<file path="config.mk">
export PLATFORM = sky130hd
export DESIGN_NAME = rpn_queue
export DESIGN_NICKNAME = d
export VERILOG_FILES = /design/src/design/rpn_pkg.sv /design/src/design/rpn_queue.sv
export SDC_FILE = /design/constraint.sdc
export NUM_CORES = 1
export LEC_CHECK = 0
export BUFFER_PORTS_ARGS = -buffer_cell sky130_fd_sc_hd__buf_2
export CELL_PAD_IN_SITES_DETAIL_PLACEMENT = 1
export CELL_PAD_IN_SITES_GLOBAL_PLACEMENT = 1
export CORE_MARGIN = 5
export CORE_UTILIZATION = 44
export CTS_CLUSTER_SIZE = 40
export DETAILED_ROUTE_END_ITERATION = 8
export PLACE_DENSITY_LB_ADDON = 0.1
export SLEW_MARGIN = 0
export SYNTH_ARGS = -nofsm -noshare
export SYNTH_HDL_FRONTEND = slang
export SYNTH_SLANG_ARGS = --single-unit
export TNS_END_PERCENT = 5
</file>
<file path="constraint.sdc">
create_clock -name clock -period 10.05 [get_ports clock]
set_input_delay 2.01 -clock clock [delete_from_list [all_inputs] [get_ports clock]]
set_output_delay 2.01 -clock clock [all_outputs]
set_load 0.05 [all_outputs]
</file>
<file path="src/design/rpn_pkg.sv">
// Shared types and constants of the RPN stack calculator.
// Used by the front end, the command queue, the execution unit and the top level.
package rpn_pkg;

   localparam int StackDepth = 128;
   localparam int SpW = $clog2(StackDepth + 1);
   localparam int AddrW = $clog2(StackDepth);
   localparam int FractionBits = 16;
   localparam int MaxFractionDigits = 6;
   localparam int QueueDepth = 4;
   localparam int QPtrW = $clog2(QueueDepth);

   localparam logic [63:0] IntLimit = 64'h7FFF_FFFF_FFFF_FFFF >> FractionBits;

   typedef enum logic [2:0] {
      KIND_VALUE = 3'd0,
      KIND_FULL = 3'd1,
      KIND_EMPTY = 3'd2,
      KIND_ZERO_DIV = 3'd3,
      KIND_UNKNOWN = 3'd4
   } kind_type;

   typedef enum logic [2:0] {
      OP_NONE,
      OP_PUSH,
      OP_ADD,
      OP_SUB,
      OP_MUL,
      OP_DIV,
      OP_PRINT,
      OP_UNKNOWN
   } op_type;

   // One classified command; a number push may be followed by an operator.
   typedef struct packed {
      logic push_valid;
      logic [63:0] push_value;
      op_type op;
      logic [7:0] bad_char;
   } cmd_type;

   typedef enum logic [3:0] {
      EX_IDLE,
      EX_PUSH,
      EX_POP_B,
      EX_WAIT_B,
      EX_POP_A,
      EX_WAIT_A,
      EX_CALC,
      EX_MUL,
      EX_DIV,
      EX_STORE,
      EX_EMIT
   } ex_state_type;

   typedef enum logic [1:0] {
      FE_IDLE,
      FE_CONV,
      FE_SEND
   } fe_state_type;

   function automatic logic [63:0] pow_ten(input logic [3:0] n);
      case (n)
         4'd0: pow_ten = 64'd1;
         4'd1: pow_ten = 64'd10;
         4'd2: pow_ten = 64'd100;
         4'd3: pow_ten = 64'd1000;
         4'd4: pow_ten = 64'd10000;
         4'd5: pow_ten = 64'd100000;
         4'd6: pow_ten = 64'd1000000;
         4'd7: pow_ten = 64'd10000000;
         4'd8: pow_ten = 64'd100000000;
         default: pow_ten = 64'd1000000000;
      endcase
   endfunction

endpackage

</file>
<file path="src/design/rpn_queue.sv">
// Short command queue between the front end and the execution unit.
// Depends on rpn_pkg for the command type and depth.
module rpn_queue (
   input logic clock,
   input logic reset,
   input logic wr_valid,
   output logic wr_ready,
   input rpn_pkg::cmd_type wr_data,
   output logic rd_valid,
   input logic rd_ready,
   output rpn_pkg::cmd_type rd_data
);
   import rpn_pkg::*;

   cmd_type entry_ff [QueueDepth];
   logic [QPtrW-1:0] wr_ptr_ff, rd_ptr_ff;
   logic [QPtrW:0] count_ff;
   logic do_wr, do_rd;

   assign wr_ready = (count_ff != (QPtrW+1)'(QueueDepth));
   assign rd_valid = (count_ff != '0);
   assign rd_data = entry_ff[rd_ptr_ff];
   assign do_wr = wr_valid && wr_ready;
   assign do_rd = rd_valid && rd_ready;

   always_ff @(posedge clock) begin
      if (reset) begin
         wr_ptr_ff <= '0;
         rd_ptr_ff <= '0;
         count_ff <= '0;
      end else begin
         if (do_wr)
            wr_ptr_ff <= wr_ptr_ff + 1'b1;
         if (do_rd)
            rd_ptr_ff <= rd_ptr_ff + 1'b1;
         count_ff <= count_ff + (QPtrW+1)'(do_wr) - (QPtrW+1)'(do_rd);
      end
      if (do_wr)
         entry_ff[wr_ptr_ff] <= wr_data;
   end

endmodule

</file>
==> results of run 1 <==
## cells in the final DEF (no fill, tap or decap), types with 6 or more instances in the layout
cell type    n
edfxtp_1   304
buf_2      157
mux4_2      76
clkbuf_16   37
nor2_1       8
clkbuf_1     7
dfxtp_1      7
buf_4        7
ha_1         6
clkinv_2     6
clkinv_1     6
## logic make-up (layout without fill, tap and decap cells)
| kind of cell | after synthesis | after routing | synth area share [%] |
|---|---|---|---|
| AOI/OAI and AO/OA | 3 | 3 | 0.2181 |
| xor gates and xnor gates | 3 | 3 | 0.2290 |
| adders and majority gates | 7 | 7 | 0.8286 |
| buffers and inverters | 23 | 231 | 1.679 |
| DFF | 313 | 313 | 81.12 |
| muxes | 78 | 78 | 15.10 |
| and+or+nand+nor | 19 | 19 | 0.8286 |
## state kept, by name, indices dropped and copies added, names as in the netlist, named ones only
name / flops
entry_ff: 304
rd_ptr_ff: 2
count_ff: 3
wr_ptr_ff: 2
## through the flow
stage / hold WS (ps) / instances / area (um2)
final: 555.1 / 989 / 13720
after global routing: 580.3 / 989 / 13720
after CTS: 562.5 / 989 / 13720
after detailed placement: 526.5 / 927 / 12580
after global placement: 493.0 / 927 / 12580
after floorplan: 482.0 / 446 / 11480
## layout make-up
type,count,area [um2]
Clock buffer,45,965.9
Clock inverter,17,181.4
Fill cell,2287,12110
Inverter,5,18.77
Multi-Input combinational cell,110,1984
Sequential cell,313,9316
Tap cell,335,419.2
Timing Repair Buffer,164,838.3
## worst reg2reg max path, stage by stage (launching register included)
cell	delay, ps
dfxtp_1	460
nor2_1	110
a21boi_1	560
and2_4	630
buf_4	700
## synthesized netlist by cell type, drive strengths merged
cell type and number:
a21boi 1, buf 17, clkbuf 1, nand2b 2, ha 6, o311ai 1, mux2i 1, xor2 2
and2 5, xnor2 1, mux2 1, dfxtp 9, fa 1, mux4 76, o31a 1, nor2b 1
nand2 1, inv 5, nor3 1, or3 1, nor2 8, edfxtp 304
## layer usage
metal  GRT usage (%)  up-vias  share of wire, %
met5               0        -              0.16
li1                -     2267                 -
met4           4.375        6               1.6
met1           19.28     2701                39
met3           4.229       39               6.9
met2           26.73      147                52
## power by group through the flow
stage               sequential (W)  combinational [W]  clock, W
floorplan                  0.00166            0.00102         0
global placement           0.00168            0.00125         0
detailed placement         0.00169            0.00126         0
CTS                        0.00166            0.00126   0.00128
global route               0.00167            0.00131   0.00134
finish                     0.00166            0.00123   0.00125
## worst max path at each step
stage                           to  depth (start not counted)  startpoint
finish                 rd_data[66]                          4    register
global route           rd_data[66]                          4    register
CTS                    rd_data[66]                          4    register
detailed placement     rd_data[29]                          4    register
global placement       rd_data[29]                          4    register
floorplan           entry_ff[0][0]                          2    wr_valid
==> flow_metrics.py, run 1 <==
metrics = {
    "clock_network": {
        "clock-root-buffer": "clkbuf_16",
        "clk_pin_slew_ps": 50,
        "cts_buffer_depth": 3,
        "clk_latency_ps": 500,
        "cts_sinks": 313,
        "cts_tree": "done",
        "postCtsSetupBuffers": 0,
        "hold_buffers": 0,
        "cts_made_buffers": 35,
        "cts-htree-levels": 2,
        "post_cts_resized": 0,
    },
    "sta": {
        "slew-limit-headroom_pct": 22.99,
        "hold_violations": 0,
        "finClkSkew_ps": 10.19,
        "tightest_slew_ps": 1155,
        "fin_crit_sh_pct": 51.54,
        "fin_crit_ps": 5180,
        "setup_viol": 0,
        "finalWorstSetupSlack_ps": 4870,
        "rsz0062_at_grt": "no",
        "final_max_slew_viol_count": 0,
        "fin_setup_tns_ps": 0,
        "max_freq_ghz": 0.1931,
    },
    "min_path": {
        "whs_path_depth": 2,
        "min_from": "wr_ptr_ff[1]",
        "hold-path-endpoint": "wr_ptr_ff[1]",
        "min_path_type": "register to register",
    },
    "pwr": {
        "ir_drop_mv": 0.1544,
        "p_per_area_mw_per_mm2": 301.5,
        "p_sw_w": 0.001392,
        "p_leak_nw": 4.623,
        "p_seq_share_pct": 40.1,
        "swShare_pct": 33.62,
        "p_int_w": 0.002747,
        "p_comb_share_pct": 29.8,
        "p_total_w": 0.004139,
        "p_clk_share_pct": 30.1,
    },
    "die": {
        "io_pins": 158,
        "die_w_um": 171.5,
        "initial_utilization_pct": 44.42,
        "rows": 59,
        "coreArea_mm2": 0.02584,
        "fp.dieH_um": 171.5,
        "dieArea_mm2": 0.02941,
    },
    "setup_path": {
        "crit_buf_inv": 3,
        "cp-end-kind": "output pin",
        "crit_family": "buffers and inverters",
        "crit_arrival_ps": 3170,
        "crit_slowest_cell": "buf_4",
        "crit_top_cell": "buf_4",
        "cp_data_required_time_ps": 8040,
        "critPathKind": "register to output pin",
        "rrSetupSlack_ps": 7170,
        "crit_path_start_kind": "register",
        "crit_chain": "buf_4 > buf_4 > mux4_2 > buf_2",
        "crit-reg2reg-capture": "entry_ff[2][19]",
        "reg2reg_depth": 4,
        "path_max_fanout": 37,
        "r2r_start": "count_ff[1]",
        "critical_path.max_stage_delay_ps": 680,
    },
    "drt": {
        "drtIter0Drc": 339,
        "post-route-drc-count": 0,
        "first_pass_iters": 4,
        "postRouteAntennaNets": 0,
        "wl_per_cell_um": 22.72,
        "via_per_inst": 5.217,
        "wirelength_um": 22470,
        "num_vias": 5160,
    },
    "synthesis": {
        "syn_nets": 533,
        "syn_avg_cell_area_um2": 25.73,
        "synth_warnings": 0,
        "synth_sequential_area_ratio_pct": 81.12,
        "synthCells": 446,
        "synth.largest_area_cell": "edfxtp_1",
        "ys_types": 26,
        "synthTopCellsByArea": "edfxtp_1 (80%), mux4_2 (15%), dfxtp_1 (1.6%)",
        "synth_top_area_share_pct": 79.55,
        "ys_seq_elements": 313,
        "synthesis.area_mm2": 0.01148,
    },
    "placement": {
        "place_ws_ps": 5249,
        "finalWeightedCongestion": 0.7045,
        "dpl.hpwl_um": 13740,
        "place.port_buffers": 157,
    },
    "outcome": {
        "status": "completed",
    },
    "final_layout": {
        "syn_to_final_growth_pct": 19.59,
        "final_core_utilization_pct": 53.12,
        "drive_gt1_share_pct": 45.26,
        "fin_nets": 716,
        "antenna_cells": 0,
    },
    "global_routing": {
        "overflow": 0,
        "antenna_found_initial": 3,
        "grt_pass1_vias": 5931,
        "grt_pass1_wl_um": 34140,
        "grt_usage_pct": 15.45,
        "grt_max_degree": 77,
    },
    "job": {
        "drv_cap": 0,
    },
}
No activity file was read; power rests on OpenSTA's default activity.
==> inputs of run 2 (changes only) <==
Clock period 10.05 ns to 4.4 ns, I/O delays scaled along.
==> flow_metrics.py, run 2 (same netlist as run 1, synthesis figures left out) <==
metrics = {
    "outcome": {
        "status": "completed",
    },
    "final_layout": {
        "syn_to_final_growth_pct": 19.67,
        "drive_gt1_share_pct": 45.16,
        "fin_area_mm2": 0.01373,
        "final_cell_mix": "edfxtp_1 (304), buf_2 (157), mux4_2 (76)",
        "reg_top3": "entry_ff x304, count_ff x3",
        "fin_nets": 716,
        "layout_commonest_cell": "edfxtp_1",
        "largest_reg_flops": 304,
        "top_register": "entry_ff",
    },
    "setup_path": {
        "critical_path.max_stage_delay_ps": 760,
        "crit_slowest_cell": "dfxtp_4",
        "cp-end-kind": "output pin",
        "critPathKind": "register to output pin",
        "path_max_fanout": 29,
        "crit_buf_inv": 2,
        "crit_family": "flip-flops",
        "cp_data_required_time_ps": 3520,
        "crit_chain": "buf_4 > mux4_2 > buf_2",
        "crit_path_start_kind": "register",
        "crit_arrival_ps": 2500,
    },
    "sta": {
        "slew-limit-headroom_pct": 42.99,
        "fin_setup_tns_ps": 0,
        "finClkSkew_ps": 5.086,
        "finalWorstSetupSlack_ps": 1016,
        "hold_ws_ps": 521.3,
        "max_freq_ghz": 0.2955,
        "setup_viol": 0,
        "fin_crit_sh_pct": 76.92,
        "hold_violations": 0,
        "rsz0062_at_grt": "no",
        "fin_crit_ps": 3384,
        "tightest_slew_ps": 855.1,
        "final_max_slew_viol_count": 0,
    },
    "die": {
        "io_pins": 158,
        "dieArea_mm2": 0.02941,
        "rows": 59,
        "die_w_um": 171.5,
        "initial_utilization_pct": 44.42,
        "fp.dieH_um": 171.5,
        "coreArea_mm2": 0.02584,
    },
    "placement": {
        "finalWeightedCongestion": 0.7372,
        "place_ws_ps": 1223,
        "dpl.hpwl_um": 13840,
        "place.port_buffers": 157,
        "placed_cell_area_mm2": 0.01265,
    },
    "drt": {
        "wl_per_cell_um": 22.67,
        "postRouteAntennaNets": 0,
        "num_vias": 5110,
        "via_per_inst": 5.172,
        "drtIter0Drc": 406,
        "wirelength_um": 22400,
        "post-route-drc-count": 0,
        "first_pass_iters": 4,
    },
    "clock_network": {
        "cts_tree": "done",
        "hold_buffers": 0,
        "clock-root-buffer": "clkbuf_16",
        "postCtsSetupBuffers": 0,
        "cts-htree-levels": 2,
        "cts_made_buffers": 34,
        "clk_latency_ps": 490,
        "cts_sinks": 313,
        "post_cts_resized": 0,
        "cts_buffer_depth": 3,
        "clk_pin_slew_ps": 50,
    },
    "pwr": {
        "ir_drop_mv": 0.4769,
        "p_per_area_mw_per_mm2": 680.8,
        "p_leak_nw": 4.606,
    },
    "job": {
        "drv_cap": 0,
    },
    "global_routing": {
        "grt_pass1_vias": 5799,
        "use_met1_pct": 19.76,
        "antenna_found_initial": 3,
        "grt_util_met2_pct": 26.46,
        "met3_usage_pct": 4.574,
        "gr-max-usage-layer": "met2",
        "grt_pass1_wl_um": 34360,
        "grt_max_degree": 54,
        "grt_usage_pct": 15.52,
        "overflow": 0,
    },
    "min_path": {
        "min_path_type": "register to register",
    },
}
==> run 2: cell types whose count changed in the layout (fill, tap and decap cells not counted), sizes merged <==
cell	delta
bufinv	-2
clkinv	-2
diode	+2
buf	+1
clkinvlp	+1
inv	-1
==> run 2: final cells by class <==
class / count / area (um2)
sequential: 313 / 9316
multi-input combinational: 110 / 1984
clock inverter: 13 / 115.1
clock buffer: 45 / 965.9
inverter: 5 / 18.77
fill: 2286 / 12100
tap: 335 / 419.2
timing repair buffer: 165 / 908.4
antenna: 2 / 5.005
==> run 2: worst paths after layout <==
kind,startpoint,end,slack [ps],cells past startpoint
max,register,rd_data[74],1020,3
min,wr_ptr_ff[1],wr_ptr_ff[1],520,2
max reg2reg,count_ff[1],count_ff[2],1600,11
min reg2reg,wr_ptr_ff[1],wr_ptr_ff[1],520,2
==> run 2: routing by layer <==
metal  wire length, um  share of wire, %
met3              1383               6.2
met2             11650                52
met4               379               1.7
met5                40              0.18
met1              8941                40
==> run 2: worst min-delay path, stage by stage (launching register included) <==
cell and delay [ps]:
dfxtp_1 340, nand2b_1 80, mux2i_1 60
==> run 2: per-stage QoR <==
stage,std cells,power (W),utilization (%)
finish,988,0.009349,53.15
global route,986,0.009790,53.13
CTS,986,0.009518,53.13
detailed placement,928,0.006766,48.95
global placement,928,0.006713,48.95
floorplan,446,0.006127,-
==> run 2: report_power, final <==
part	switching, W	leakage [nW]	internal [W]
clock	0.00106	0.527	0.00166
sequential	0.000200	2.86	0.00366
combinational	0.00192	1.22	0.000859
total	0.00318	4.61	0.00617
